**src/hw/rtl/median_filter_3x3_clipped_assert.svh**
```systemverilog
// Assertion macros shared by the median filter design.
`ifndef MEDIAN_FILTER_3X3_CLIPPED_ASSERT_SVH
`define MEDIAN_FILTER_3X3_CLIPPED_ASSERT_SVH

// A condition that must hold at every clock edge outside reset.
`define MF3_ASSERT_ALWAYS(label, clk, rst, cond, msg) \
   label: assert property (@(posedge clk) disable iff (rst) (cond)) else $error(msg);

// A consequence that must hold in the same cycle as its antecedent.
`define MF3_ASSERT_IMPLIES(label, clk, rst, ante, cons, msg) \
   label: assert property (@(posedge clk) disable iff (rst) (ante) |-> (cons)) else $error(msg);

`endif

```
**src/hw/rtl/mf3_pkg.sv**
```systemverilog
package mf3_pkg;

   localparam int MAX_WIDTH = 1024;
   localparam int COL_W = $clog2(MAX_WIDTH);
   localparam int EW = $clog2(MAX_WIDTH + 1);
   localparam int WID_W = 11;
   localparam int HGT_W = 16;
   localparam int CSR_W = 16;
   localparam int PIX_W = 8;
   localparam int ROW_SLOTS = 4;
   localparam int SLOT_W = 2;
   localparam int WIN_SIDE = 3;
   localparam int WIN = WIN_SIDE * WIN_SIDE;
   localparam int CNT_W = $clog2(WIN + 1);
   localparam int CMD_DEPTH = 4;
   localparam int CMD_PTR_W = $clog2(CMD_DEPTH);
   localparam int CMD_CNT_W = $clog2(CMD_DEPTH + 1);
   localparam int OUT_DEPTH = 4;
   localparam int OUT_PTR_W = $clog2(OUT_DEPTH);
   localparam int OUT_CNT_W = $clog2(OUT_DEPTH + 1);

   typedef enum logic {
      MODE_PIXEL = 1'b0,
      MODE_DRAIN = 1'b1
   } mode_type;

   typedef enum logic {
      REG_IMAGE_WIDTH  = 1'b0,
      REG_IMAGE_HEIGHT = 1'b1
   } csr_reg_type;

   typedef logic [PIX_W-1:0] pix_type;
   typedef logic [WIN_SIDE-1:0][PIX_W-1:0] col_type;

   typedef struct packed {
      mode_type mode;
      pix_type  pixel;
   } req_type;

   typedef struct packed {
      pix_type median;
      logic    last_of_frame;
   } rsp_type;

   typedef struct packed {
      logic    first;
      logic    top_ok;
      logic    bot_ok;
      logic    right_ok;
      logic    last;
      col_type col_a;
      col_type col_b;
   } cmd_type;

   typedef struct packed {
      logic                 empty;
      logic [CMD_CNT_W-1:0] count;
   } qstat_type;

endpackage

```
**src/hw/rtl/mf3_cmd_queue.sv**
```systemverilog
module mf3_cmd_queue (
   input  logic               clock,
   input  logic               reset,
   input  logic               push,
   input  mf3_pkg::cmd_type   push_data,
   input  logic               pop,
   output mf3_pkg::cmd_type   pop_data,
   output mf3_pkg::qstat_type stat
);

   localparam int PTR_W = mf3_pkg::CMD_PTR_W;
   localparam int CNT_W = mf3_pkg::CMD_CNT_W;

   mf3_pkg::cmd_type entry_ff [mf3_pkg::CMD_DEPTH];
   logic [PTR_W-1:0] wr_ptr_ff, wr_ptr_in;
   logic [PTR_W-1:0] rd_ptr_ff, rd_ptr_in;
   logic [CNT_W-1:0] count_ff, count_in;

   always_comb begin
      wr_ptr_in = wr_ptr_ff;
      rd_ptr_in = rd_ptr_ff;
      count_in = count_ff;
      if (push) begin
         wr_ptr_in = wr_ptr_ff + PTR_W'(1);
      end
      if (pop) begin
         rd_ptr_in = rd_ptr_ff + PTR_W'(1);
      end
      if (push && !pop) begin
         count_in = count_ff + CNT_W'(1);
      end else if (pop && !push) begin
         count_in = count_ff - CNT_W'(1);
      end
   end

   always_ff @(posedge clock) begin
      if (reset) begin
         wr_ptr_ff <= '0;
         rd_ptr_ff <= '0;
         count_ff <= '0;
      end else begin
         wr_ptr_ff <= wr_ptr_in;
         rd_ptr_ff <= rd_ptr_in;
         count_ff <= count_in;
      end
   end

   always_ff @(posedge clock) begin
      if (push) begin
         entry_ff[wr_ptr_ff] <= push_data;
      end
   end

   assign pop_data = entry_ff[rd_ptr_ff];
   assign stat.count = count_ff;
   assign stat.empty = (count_ff == '0);

endmodule

```
**config.mk**
```make
export PLATFORM = sky130hd
export DESIGN_NAME = mf3_cmd_queue
export DESIGN_NICKNAME = d
export VERILOG_FILES = /design/src/hw/rtl/median_filter_3x3_clipped_assert.svh /design/src/hw/rtl/mf3_pkg.sv /design/src/hw/rtl/mf3_cmd_queue.sv
export SDC_FILE = /design/constraint.sdc
export NUM_CORES = 1
export LEC_CHECK = 0
export BUFFER_PORTS_ARGS = -buffer_cell sky130_fd_sc_hd__buf_4
export CAP_MARGIN = 20
export CELL_PAD_IN_SITES_DETAIL_PLACEMENT = 1
export CELL_PAD_IN_SITES_GLOBAL_PLACEMENT = 2
export CORE_ASPECT_RATIO = 0.9
export CORE_MARGIN = 2
export CORE_UTILIZATION = 50
export CTS_BUF_LIST = sky130_fd_sc_hd__clkbuf_8
export DETAILED_ROUTE_END_ITERATION = 10
export PLACE_DENSITY = 0.85
export REMOVE_ABC_BUFFERS = 1
export SLEW_MARGIN = 25
export SYNTH_ARGS = -nofsm -noshare
export SYNTH_HDL_FRONTEND = slang
export SYNTH_SLANG_ARGS = --single-unit
```
**constraint.sdc**
```tcl
create_clock -name clock -period 5.9 [get_ports clock]
set_clock_uncertainty 0.15 [all_clocks]
set_input_delay 0.59 -clock clock [delete_from_list [all_inputs] [get_ports clock]]
set_output_delay 0.59 -clock clock [all_outputs]
set_load 0.03 [all_outputs]
```
* After elaboration in Yosys (flattened, before gate mapping)
Memory sizes are Yosys's and may differ from the RTL's. A register that Yosys moved wholly into a read port is not among the register bits.
Cells that the tools add are included.
** Operators by class
- Reduce and logical (&&, ||, !) cells :: 6
- Multiplexer cells :: 6
- Add/subtract/negate cells :: 4
** Operators by type and width (count)
- $mux 3 :: 2
- $add 2x1->2 const B :: 2
- $mux 2 :: 2
- $add 3x1->3 const B :: 1
- $logic_not 3->1 :: 1
- $sub 3x1->3 const B :: 1
- $logic_and 1x1->1 :: 2
- $logic_not 1->1 :: 2
- $mux 1 :: 2
- $reduce_bool 2->1 :: 1
** Storage, ports and cells
- Output and inout bits :: 57
- Memories :: 1
- Bits in writable memories :: 212
- Flip-flop bits (word level) :: 7
** Memory list
- entry_ff :: words 4, bits a word 53, rd ports 1, clocked after memory_dff 1, wr ports 1, RTL line mf3_cmd_queue.sv:14 : mf3_pkg::cmd_type entry_ff [mf3_pkg::CMD_DEPTH];

* Depth between registers and ports, before layout
- Depth after elaboration :: 4
- Mapped depth :: 7
- Gate-level depth less buffers :: 7

* Worst setup path after synthesis
Ideal clock, no wire load.
- Path type :: in2reg
- Start point :: in push
- End point :: mem entry_ff[0][0] (netlist name) (enable)
- Setup time :: 0.416 ns
- Required time :: 5.334 ns
- Arrival :: 1.851 ns
- Slack :: 3.483 ns
- Path buffers :: 0
- Stages :: 1
- Cells stage by stage :: and2_1
** On the way
- Longest elaborated chain between the ends :: 2
** Ends and longest elaborated chain
- start, declared :: RTL line mf3_cmd_queue.sv:4 : input logic push,
- $mux 1 :: RTL line mf3_cmd_queue.sv:49 : if (push) begin
- $mux 1 (not written as such) :: RTL line mf3_cmd_queue.sv:50 : entry_ff[wr_ptr_ff] <= push_data;
- end, declared :: RTL line mf3_cmd_queue.sv:14
No other way between the ends.

==> flow_summary.json <==
{
  "drt_first_pass_iters": 6,
  "antenna_cells": 0,
  "yosys.area.top_type": "edfxtp_1",
  "fin_crit_sh_pct": 53.5,
  "boundaryPins": 114,
  "route.detailed.drc": 0,
  "report.final.slew_viol_count": 0,
  "cts_hold_buf": 0,
  "synth.most_common_cell": "edfxtp_1",
  "ys.flop_type": "edfxtp_1",
  "final_area_um2": 9810,
  "tns_ns": 0,
  "clk_pin_slew_worst_paths_ns": 0.06,
  "required_ns": 5.16,
  "wl_mm": 15.3,
  "via_count": 3776,
  "vias_per_cell": 5.41,
  "synth_edf_count": 212,
  "ir_drop_uv": 208,
  "dpl_cell_area_um2": 9170,
  "wire_per_inst_um": 21.9,
  "clockBufferDepth": 3,
  "synthToLayoutAreaGrowth_pct": 20.7,
  "drt_iter0_drc": 201,
  "hp-class": "input port to flip-flop",
  "dp_hpwl_mm": 9.41,
  "synth_common_cells": "212 x edfxtp_1, 50 x mux4_2, 9 x dfxtp_1",
  "rsz0062_at_grt": "false",
  "grtUsageTotal_pct": 18.5,
  "r2r_start": "wr_ptr_ff[0]",
  "root_buffer": "clkbuf_8",
  "dieArea_um2": 17300,
  "ff_latch_area_um2": 6550,
  "min_period_ns": 3.16,
  "synth.top_cell.area_share_pct": 78.3,
  "ant_nets": 0,
  "fmax_ghz": 0.317,
  "p_leak_nw": 3.42,
  "relSlewSlack_pct": 44.5,
  "grt_pass1_wl_mm": 24.2,
  "cts_tree": "built",
  "grt_pass1_vias": 4290,
  "drive_gt1_share_pct": 44.2,
  "cts.sinks": 221,
  "syn_area_per_cell_um2": 25.4,
  "critPathMaxFanout": 33,
  "status": "complete, no violations",
  "cp-start-kind": "flip-flop",
  "ctsResizeCount": 0,
  "drv_cap": 0,
  "fin_nets": 528,
  "synth_cell_type_count": 21,
  "path_class": "flip-flop to output pin",
  "synth-seq-area-share_pct": 80.5,
  "grt_max_degree": 35,
  "start_util_pct": 50.8,
  "io_buffers": 113,
  "fill_cells": 1345,
  "antenna_found_initial": 0,
  "async_flop_share_pct": 0,
  "h-tree-depth": 2,
  "finalPower_mw": 3.47,
  "syn-cell-area_um2": 8130,
  "core_area_um2": 16000,
  "tightest_slew_ns": 0.833,
  "hold_viol": 0,
  "netlist_instances": 320,
  "grt_overflow": 0,
  "postCtsSetupBuffers": 0,
  "powerDensity_nw_per_um2": 353,
  "clk_latency_ns": 0.52,
  "ys_warn_count": 0,
  "die_w_um": 138,
  "synthTopCellsByArea": "edfxtp_1 78%, mux4_2 14%, dfxtp_1 2.2%",
  "critical_path_arrival_ns": 2.42,
  "cts-buffers-inserted": 37,
  "synth-seq-cells": 221,
  "setup_violations": 0,
  "multi_input_area_um2": 1430,
  "utilization_pct": 61.3,
  "hp-start": "push_data[49]",
  "rows": 44,
  "fp.dieH_um": 125,
  "place_congestion": 0.638,
  "critPathCaptureType": "output pin"
}
[through the flow]
stage | hold WS (ns) | instances | setup slack, ns
floorplan | 0.335 | 307 | 2.04
global placement | 0.343 | 632 | 3.14
detailed placement | 0.351 | 633 | 3.23
CTS | 0.0882 | 698 | 2.66
global route | 0.0968 | 698 | 2.61
finish | 0.123 | 698 | 2.74
[cells in the final DEF, fill, tap and decap left out, drive strengths merged]
| cell | n |
|---|---|
| and2 | 4 |
| o21ai | 1 |
| nor3 | 1 |
| ha | 5 |
| xnor2 | 2 |
| clkinvlp | 2 |
| mux2i | 2 |
| nand2 | 1 |
| clkbuf | 39 |
| edfxtp | 212 |
| mux4 | 53 |
| inv | 23 |
| or3 | 1 |
| clkinv | 5 |
| nor2 | 7 |
| dfxtp | 9 |
| fa | 1 |
| buf | 119 |
| a21oi | 1 |
| xor2 | 3 |
[final cells by class]
class	count	area share (%)
Tap cell	207	2.64
Inverter	4	0.153
Sequential cell	221	66.8
Clock inverter	26	1.08
Clock buffer	39	5.47
Multi-Input combinational cell	82	14.6
Timing Repair Buffer	119	9.31
[logic make-up (layout without fill, tap and decap cells)]
logic type / count (synthesis) / after routing / synth area share [%]
buffers and inverters: 17 / 188 / 1.95
flip-flops: 221 / 221 / 80.5
multiplexers: 55 / 55 / 15.1
AND/OR/NAND/NOR: 14 / 14 / 0.815
adder cells (fa/ha/maj): 6 / 6 / 1.02
AO/OA/AOI/OAI: 2 / 2 / 0.123
XOR/XNOR: 5 / 5 / 0.539
[state kept, by name, summed over array words and instances (netlist names), named ones only]
register,count
rd_ptr_ff,2
entry_ff,212
wr_ptr_ff,2
count_ff,3
[report_power, final]
| part | internal (mW) | switching (mW) |
|---|---|---|
| combinational | 0.198 | 0.265 |
| sequential | 1.80 | 0.0370 |
| clock | 0.608 | 0.557 |
| total | 2.61 | 0.859 |
[worst max-delay path, cell delays in order, from the launching register on]
cell	delay, ns
dfxtp_2	0.72
buf_4	0.55
mux4_2	0.43
buf_4	0.19
[routing by layer]
| layer | vias to the layer above | GRT usage (%) | wire (um) |
|---|---|---|---|
| li1 | 1643 | - | - |
| met1 | 1963 | 24.7 | 6460 |
| met2 | 137 | 29.4 | 7490 |
| met3 | 33 | 5.29 | 922 |
| met4 | 0 | 6.96 | 418 |
| met5 | - | 0 | 0 |
[path summary, 6_finish.rpt]
kind / cells past startpoint / endpoint / slack [ns]
max reg2reg: 3 / entry_ff[3][18] / 3.61
min: 1 / entry_ff[0][49] / 0.12
max: 3 / pop_data[3] / 2.74
min reg2reg: 2 / count_ff[2] / 0.36
(Power assumes the default switching activity.)
