--- src/hw/rtl/median_filter_3x3_clipped_assert.svh ---
// Assertion macros shared by the median filter design.
`ifndef MEDIAN_FILTER_3X3_CLIPPED_ASSERT_SVH
`define MEDIAN_FILTER_3X3_CLIPPED_ASSERT_SVH

// A condition that must hold at every clock edge outside reset.
`define MF3_ASSERT_ALWAYS(label, clk, rst, cond, msg) \
   label: assert property (@(posedge clk) disable iff (rst) (cond)) else $error(msg);

// A consequence that must hold in the same cycle as its antecedent.
`define MF3_ASSERT_IMPLIES(label, clk, rst, ante, cons, msg) \
   label: assert property (@(posedge clk) disable iff (rst) (ante) |-> (cons)) else $error(msg);

`endif

--- src/hw/rtl/mf3_pkg.sv ---
package mf3_pkg;

   localparam int MAX_WIDTH = 1024;
   localparam int COL_W = $clog2(MAX_WIDTH);
   localparam int EW = $clog2(MAX_WIDTH + 1);
   localparam int WID_W = 11;
   localparam int HGT_W = 16;
   localparam int CSR_W = 16;
   localparam int PIX_W = 8;
   localparam int ROW_SLOTS = 4;
   localparam int SLOT_W = 2;
   localparam int WIN_SIDE = 3;
   localparam int WIN = WIN_SIDE * WIN_SIDE;
   localparam int CNT_W = $clog2(WIN + 1);
   localparam int CMD_DEPTH = 4;
   localparam int CMD_PTR_W = $clog2(CMD_DEPTH);
   localparam int CMD_CNT_W = $clog2(CMD_DEPTH + 1);
   localparam int OUT_DEPTH = 4;
   localparam int OUT_PTR_W = $clog2(OUT_DEPTH);
   localparam int OUT_CNT_W = $clog2(OUT_DEPTH + 1);

   typedef enum logic {
      MODE_PIXEL = 1'b0,
      MODE_DRAIN = 1'b1
   } mode_type;

   typedef enum logic {
      REG_IMAGE_WIDTH  = 1'b0,
      REG_IMAGE_HEIGHT = 1'b1
   } csr_reg_type;

   typedef logic [PIX_W-1:0] pix_type;
   typedef logic [WIN_SIDE-1:0][PIX_W-1:0] col_type;

   typedef struct packed {
      mode_type mode;
      pix_type  pixel;
   } req_type;

   typedef struct packed {
      pix_type median;
      logic    last_of_frame;
   } rsp_type;

   typedef struct packed {
      logic    first;
      logic    top_ok;
      logic    bot_ok;
      logic    right_ok;
      logic    last;
      col_type col_a;
      col_type col_b;
   } cmd_type;

   typedef struct packed {
      logic                 empty;
      logic [CMD_CNT_W-1:0] count;
   } qstat_type;

endpackage

--- src/hw/rtl/mf3_back.sv ---
module mf3_back (
   input  logic               clock,
   input  logic               reset,
   input  mf3_pkg::qstat_type q_stat,
   input  mf3_pkg::cmd_type   cmd_data,
   output logic               q_pop,
   output logic               rsp_empty,
   input  logic               rsp_pop,
   output mf3_pkg::rsp_type   rsp_data
);

   localparam int WIN = mf3_pkg::WIN;
   localparam int CNT_W = mf3_pkg::CNT_W;
   localparam int PTR_W = mf3_pkg::OUT_PTR_W;
   localparam int OCNT_W = mf3_pkg::OUT_CNT_W;

   mf3_pkg::col_type col_l_ff, col_m_ff, col_r_ff;
   logic lv_ff, rv_ff, top_ff, bot_ff, last1_ff;
   logic b1_valid_ff;

   mf3_pkg::pix_type vals [WIN];
   logic [WIN-1:0] vld;
   logic [WIN-1:0] less [WIN];
   logic [2:0] row_ok;

   logic [WIN-1:0]   less_ff [WIN];
   mf3_pkg::pix_type vals_ff [WIN];
   logic [WIN-1:0]   vld_ff;
   logic [CNT_W-1:0] tgt_ff;
   logic             last2_ff;
   logic             b2_valid_ff;

   mf3_pkg::pix_type med;

   mf3_pkg::rsp_type out_ff [mf3_pkg::OUT_DEPTH];
   logic [PTR_W-1:0]  owr_ptr_ff, owr_ptr_in;
   logic [PTR_W-1:0]  ord_ptr_ff, ord_ptr_in;
   logic [OCNT_W-1:0] ocount_ff, ocount_in;
   logic              out_pop;

   assign q_pop = !q_stat.empty &&
                  ((int'(ocount_ff) + int'(b1_valid_ff) + int'(b2_valid_ff)) <
                   mf3_pkg::OUT_DEPTH);

   // The window slides one column per item and restarts at the first column of a row.
   always_ff @(posedge clock) begin
      if (q_pop) begin
         if (cmd_data.first) begin
            lv_ff <= 1'b0;
            col_m_ff <= cmd_data.col_a;
            col_r_ff <= cmd_data.col_b;
         end else begin
            lv_ff <= 1'b1;
            col_l_ff <= col_m_ff;
            col_m_ff <= col_r_ff;
            col_r_ff <= cmd_data.col_a;
         end
         rv_ff <= cmd_data.right_ok;
         top_ff <= cmd_data.top_ok;
         bot_ff <= cmd_data.bot_ok;
         last1_ff <= cmd_data.last;
      end
   end

   assign row_ok = {bot_ff, 1'b1, top_ff};

   always_comb begin
      for (int r = 0; r < mf3_pkg::WIN_SIDE; r++) begin
         vals[r] = col_l_ff[r];
         vals[r + 3] = col_m_ff[r];
         vals[r + 6] = col_r_ff[r];
         vld[r] = lv_ff && row_ok[r];
         vld[r + 3] = row_ok[r];
         vld[r + 6] = rv_ff && row_ok[r];
      end
      for (int i = 0; i < WIN; i++) begin
         for (int j = 0; j < WIN; j++) begin
            less[i][j] = vld[j] && ((vals[j] < vals[i]) || ((vals[j] == vals[i]) && (j < i)));
         end
      end
   end

   always_ff @(posedge clock) begin
      for (int i = 0; i < WIN; i++) begin
         less_ff[i] <= less[i];
         vals_ff[i] <= vals[i];
      end
      vld_ff <= vld;
      tgt_ff <= CNT_W'($countones(vld)) >> 1;
      last2_ff <= last1_ff;
   end

   // Each valid pixel has a distinct rank, so exactly one matches the target.
   always_comb begin
      med = '0;
      for (int i = 0; i < WIN; i++) begin
         if (vld_ff[i] && (CNT_W'($countones(less_ff[i])) == tgt_ff)) begin
            med = med | vals_ff[i];
         end
      end
   end

   assign out_pop = rsp_pop && !rsp_empty;

   always_comb begin
      owr_ptr_in = owr_ptr_ff;
      ord_ptr_in = ord_ptr_ff;
      ocount_in = ocount_ff;
      if (b2_valid_ff) begin
         owr_ptr_in = owr_ptr_ff + PTR_W'(1);
      end
      if (out_pop) begin
         ord_ptr_in = ord_ptr_ff + PTR_W'(1);
      end
      if (b2_valid_ff && !out_pop) begin
         ocount_in = ocount_ff + OCNT_W'(1);
      end else if (out_pop && !b2_valid_ff) begin
         ocount_in = ocount_ff - OCNT_W'(1);
      end
   end

   always_ff @(posedge clock) begin
      if (reset) begin
         b1_valid_ff <= 1'b0;
         b2_valid_ff <= 1'b0;
         owr_ptr_ff <= '0;
         ord_ptr_ff <= '0;
         ocount_ff <= '0;
      end else begin
         b1_valid_ff <= q_pop;
         b2_valid_ff <= b1_valid_ff;
         owr_ptr_ff <= owr_ptr_in;
         ord_ptr_ff <= ord_ptr_in;
         ocount_ff <= ocount_in;
      end
   end

   always_ff @(posedge clock) begin
      if (b2_valid_ff) begin
         out_ff[owr_ptr_ff] <= '{median: med, last_of_frame: last2_ff};
      end
   end

   assign rsp_empty = (ocount_ff == '0);
   assign rsp_data = out_ff[ord_ptr_ff];

endmodule

--- config.mk ---
export PLATFORM = sky130hd
export DESIGN_NAME = mf3_back
export DESIGN_NICKNAME = d
export VERILOG_FILES = /design/src/hw/rtl/median_filter_3x3_clipped_assert.svh /design/src/hw/rtl/mf3_pkg.sv /design/src/hw/rtl/mf3_back.sv
export SDC_FILE = /design/constraint.sdc
export NUM_CORES = 1
export LEC_CHECK = 0
export BUFFER_PORTS_ARGS = -buffer_cell sky130_fd_sc_hd__buf_2
export CAP_MARGIN = 20
export CORE_MARGIN = 4
export CORE_UTILIZATION = 52
export CTS_BUF_LIST = sky130_fd_sc_hd__clkbuf_4 sky130_fd_sc_hd__clkbuf_8
export DETAILED_ROUTE_END_ITERATION = 16
export GPL_TIMING_DRIVEN = 0
export HOLD_SLACK_MARGIN = 0.05
export PLACE_DENSITY = 0.73
export SYNTH_ARGS = -nofsm -noshare
export SYNTH_HDL_FRONTEND = slang
export SYNTH_SLANG_ARGS = --single-unit
--- constraint.sdc ---
create_clock -name clock -period 3.8 [get_ports clock]
set_clock_uncertainty 0.2 [all_clocks]
set_input_delay 0.38 -clock clock [delete_from_list [all_inputs] [get_ports clock]]
set_output_delay 0.38 -clock clock [all_outputs]
set_load 0.01 [all_outputs]
After elaboration in Yosys (flattened, before gate mapping)
Memories as Yosys holds them, arrays and structs flattened. A register that Yosys moved wholly into a read port is not among the register bits.
Index checks and enable logic that the tools add are counted.
- register bits: 98
- output and inout bits: 11
- logic and storage cells: 396
- memories: 3
- memory bits (writable): 189
- mux-type cells: 18
- equal/unequal tests: 45
- magnitude comparators: 82
- bitwise logic cells: 9
- $add $sub $neg: 86
- reduce and logical (&&, ||, !) cells: 131
- memory list (memory ; words ; width ; read ports ; clocked after Yosys merged registers in ; write ports ; RTL line ; RTL):
    less_ff ; 9 ; 9 ; 9 ; 0 ; 9 ; mf3_back.sv:26 ; logic [WIN-1:0] less_ff [WIN];
    vals_ff ; 9 ; 8 ; 9 ; 0 ; 9 ; mf3_back.sv:27 ; mf3_pkg::pix_type vals_ff [WIN];
    out_ff ; 4 ; 9 ; 1 ; 1 ; 1 ; mf3_back.sv:35 ; mf3_pkg::rsp_type out_ff [mf3_pkg::OUT_DEPTH];
- operator list (operator ; count):
    < comparator 8 bit ; 81
    equality test 8 bit ; 36
    logical AND 1 bit ; 88
    adder 1 x 1 -> 2 bit ; 39
    2-to-1 mux 8 bit ; 9
    OR 8 bit ; 8
    adder 4 bit ; 15
    2-to-1 mux 24 bit ; 2
    adder 4 x 1 -> 4 bit ; 10
    equality test 4 x 3 -> 1 bit ; 9
    logical OR 1 bit ; 36
    adder 2 x 2 -> 3 bit ; 10
    adder 3 x 3 -> 4 bit ; 5
    2-to-1 mux 3 bit ; 2
    adder 4 x 1 -> 5 bit ; 1
    < comparator 5 x 3 -> 1 bit, second input constant ; 1
    adder 2 x 1 -> 2 bit, second input constant ; 2
    adder 3 x 1 -> 4 bit ; 1
    zero test 1 bit ; 4
    2-to-1 mux 2 bit ; 2
    adder 3 x 1 -> 3 bit, second input constant ; 1
    zero test 3 bit ; 1
    2-to-1 mux 1 bit ; 3
    subtractor 3 x 1 -> 3 bit, second input constant ; 1
    other kinds (4) ; 4

Longest topological paths before layout
An unclocked memory read counts as a cell.
- word-level depth: 24
- depth in mapped cells: 13

Least setup slack after synthesis
Ideal clock, no wire load.
- path type: register to register
- start point: memory less_ff[0][1] in the netlist's numbering
- end point: memory out_ff[0][1] in the netlist's numbering (data pin)
- arrival time: 3.151 ns
- path slack: 0.180 ns
- buffers on the path: 1
- stages on the path, launching flop included: 13
- library setup time: 0.269 ns
- cells stage by stage: dfxtp_1 -> ha_1 -> inv_1 -> fa_1 -> fa_1 -> fa_1 -> fa_1 -> xnor2_1 -> nand4b_1 -> o21ai_1 -> and4_1 -> buf_2 -> a211o_1
- RTL lines (what ; RTL line):
    start: declaration ; mf3_back.sv:26
    end: declaration ; mf3_back.sv:35

==> flow_metrics.py <==
metrics = {
    "placed_design": {
        "dp.cells": 1973,
        "portBuffers": 65,
        "gp_congestion": 0.9280,
        "hpwl_mm": 34.89,
    },
    "sta": {
        "tns_ns": -0.1643,
        "hold_viol_final": 0,
        "min_period_ns": 3.822,
        "setup_ws_ns": -0.02235,
        "final.period_utilization_pct": 100.6,
        "slew_violations": 0,
        "fmaxAchievable_mhz": 261.6,
        "rsz0062_at_grt": "true",
        "relSlewSlack_pct": 46.42,
        "setup_viol": 15,
        "worst_slew_pin_slew_ns": 0.8012,
    },
    "run_status": {
        "violations": "negative setup slack",
        "run_status": "finished, violations left",
    },
    "global_routing": {
        "grt_max_degree": 36,
        "antenna_found_initial": 0,
        "grt_use_total_pct": 27.46,
        "grt_pass1_wl_mm": 75.42,
        "grt_pass1_vias": 13513,
        "globalRoute.totalOverflow": 0,
    },
    "clocking": {
        "cts_buffers": 45,
        "cts_tree": "yes",
        "insertion_delay_ns": 0.56,
        "h-tree-depth": 2,
        "numClockSinks": 280,
        "clkTransAtPathRegs_ns": 0.07,
        "cts_root_buffer": "clkbuf_8",
        "clk_path_buf_depth": 3,
    },
    "yosys": {
        "yosys_most_used_dff": "dfxtp_1",
        "netlist-cell-type-count": 52,
        "yosysWarningCount": 0,
        "async_reset_ff_share_pct": 0,
        "syn_area_per_cell_um2": 11.47,
        "syn_inst": 1471,
        "synth-seq-area-share_pct": 39.92,
        "synth-edff-count": 113,
        "ys_ff_latch": 280,
        "synthesis.nets": 1913,
        "syn_area_um2": 16880,
    },
    "floorplanning": {
        "coreArea_um2": 31800,
        "die_area_um2": 35400,
        "initial_core_util_pct": 53.07,
        "num_rows": 65,
        "die_w_um": 188.2,
        "io_pins": 71,
        "die_h_um": 188.2,
    },
    "worst_setup_path": {
        "reg2reg_depth": 10,
        "cp_top_family": "adder cells",
        "slowest_stage": "nor4_4",
        "reg2reg_to": "out_ff[0][1]",
        "worstSetupPathType": "register to register",
        "worstSetupStartpointType": "register",
        "r2r_start": "less_ff[0][63]",
        "cp.required_ns": 3.99,
        "reg2reg_slack_ns": -0.02,
        "critPathMaxFanout": 8,
        "cp_cell_sequence": "ha_1, fa_2, fa_1, ha_1, fa_1, xor2_1, nor4_4, a22oi_1, nand2_1, a211o_1",
        "crit_arrival_ns": 4.01,
        "max_stage_delay_ns": 0.58,
        "crit_buf_inv": 0,
        "critPathCaptureType": "register",
    },
    "route": {
        "drtIter0Drc": 1161,
        "via_count": 12708,
        "ant_nets": 0,
        "drt_pass1_iterations": 6,
        "routed_wl_mm": 48.95,
        "wl_per_cell_um": 22.86,
        "drc_errors": 0,
        "routed_via_density": 5.936,
    },
    "min_path": {
        "hp-class": "register to register",
        "hp-start": "last1_ff",
        "holdPathStages": 0,
        "hold_path_end": "last2_ff",
    },
    "final_layout": {
        "area_growth_pct": 18.62,
        "final_cells": 2141,
        "diodes": 0,
        "fin_nets": 2113,
        "fin_util_pct": 62.95,
        "drive_gt1_share_pct": 16.41,
    },
    "run": {
        "maxCapViolations": 0,
    },
    "power_and_ir_drop": {
        "p_leak_nw": 9.061,
        "power_density_nw_per_um2": 749.5,
        "ir_worst_vdd_uv": 558.1,
        "totalPowerFinal_mw": 15.00,
    },
}
-- worst max path at each step --
stage	depth (start not counted)	slack, ns	endpoint	from
after floorplan	12	0.18	out_ff[0][1]	less_ff[0][1]
after global placement	10	-0.33	out_ff[1][6]	less_ff[0][16]
after detailed placement	12	-0.38	out_ff[2][8]	less_ff[0][78]
after CTS	13	-0.05	out_ff[0][5]	less_ff[0][78]
after global routing	10	-0.17	out_ff[3][1]	less_ff[0][67]
final	10	-0.02	out_ff[0][1]	less_ff[0][63]
-- layout make-up --
class | instances | area (um2)
clock buffer | 63 | 804.5
timing repair buffer | 153 | 1286
inverter | 124 | 465.4
buffer | 18 | 98.84
fill | 2370 | 11780
sequential | 280 | 6739
tap | 435 | 544.3
clock inverter | 19 | 209.0
multi-input combinational | 1049 | 9871
-- cell usage after synthesis, drive strengths merged, types with 25 or more instances --
cell type,instances,area [um2]
xor2,29,254.0
o21ai,33,165.2
and2,32,200.2
ha,342,4279
o211ai,27,202.7
o32ai,25,219.0
edfxtp,113,3393
mux2,25,281.5
nor2,55,206.5
nor2b,60,375.4
a21oi,98,490.5
a21o,40,300.3
dfxtp,167,3343
inv,124,465.5
nand4,64,400.4
nand2,53,198.9
a22oi,32,240.2
fa,40,800.8
-- placed cells by master, fill, tap and decap left out, types with 7 or more instances in the layout --
cell and n:
ha_1 333, dfxtp_1 165, inv_1 117, edfxtp_1 113, a21oi_1 98, dlygate4sd3_1 74
buf_2 68, nand4_1 64, nor2b_1 60, nor2_1 54, clkbuf_8 53, nand2_1 50
a21o_1 40, o21ai_0 32, and2_1 32, fa_1 28, o211ai_1 27, mux2_2 25
o32ai_1 25, xor2_1 22, a22oi_2 18, a22oi_1 14, fa_2 12, nand2b_1 11
clkbuf_4 10, clkbuf_1 9, mux4_2 9, nor4_4 8, buf_12 8, xor2_2 7
inv_2 7, clkinv_2 7
-- power breakdown --
part | internal (mW) | switching, mW | total, mW
Sequential | 4.13 | 0.499 | 4.63
Combinational | 3.24 | 4.23 | 7.48
Clock | 1.66 | 1.24 | 2.90
-- repair_timing --
action | in CTS | in global routing
pin swaps | 25 | 30
endpoints found under the setup margin | 34 | 34
hold buffers | 74 | 0
resized for setup | 40 | 30
buffers inserted | 11 | 5
cloned | 0 | 0
hold endpoints to repair | 63 | 0
-- logic make-up (layout without fill, tap and decap cells) --
| logic type | count (synthesis) | count (layout) | share of synthesized area, % |
|---|---|---|---|
| mux | 36 | 36 | 2.988 |
| fa+ha+maj | 382 | 382 | 30.10 |
| simple gates | 308 | 308 | 10.59 |
| xor+xnor | 34 | 34 | 1.764 |
| flops | 280 | 280 | 39.92 |
| compound gates | 289 | 289 | 11.34 |
| buf+inv | 142 | 377 | 3.299 |
-- worst reg2reg max path, stage by stage (launching register included) --
cell and delay, ns:
dfxtp_1 0.32, ha_1 0.31, fa_2 0.35, fa_1 0.46
ha_1 0.22, fa_1 0.45, xor2_1 0.18, nor4_4 0.58
a22oi_1 0.20, nand2_1 0.18, a211o_1 0.20
-- registers in the layout, indices dropped and copies added (netlist names), 3 cells and up, named ones only --
signal     flops
less_ff       72
ocount_ff      3
tgt_ff         3
out_ff        36
vld_ff         8
col_r_ff      24
col_m_ff      24
vals_ff       72
col_l_ff      24
-- through the flow --
step	worst slack, ns	cell area, um2	hold slack, ns
2_1_floorplan	0.1797	16880	0.1233
3_3_place_gp	-0.3323	17750	0.1279
3_5_place_dp	-0.3754	17780	0.1269
4_1_cts	-0.04969	19810	0.1373
5_1_grt	-0.1662	20020	0.1443
6_report	-0.02235	20020	0.1391
-- metal layers --
layer	GRT usage, %	wire [um]
met1	34.63	19720
met2	45.13	22780
met3	3.183	2879
met4	17.08	3566
met5	0	0
No activity file was read; power rests on OpenSTA's default activity.
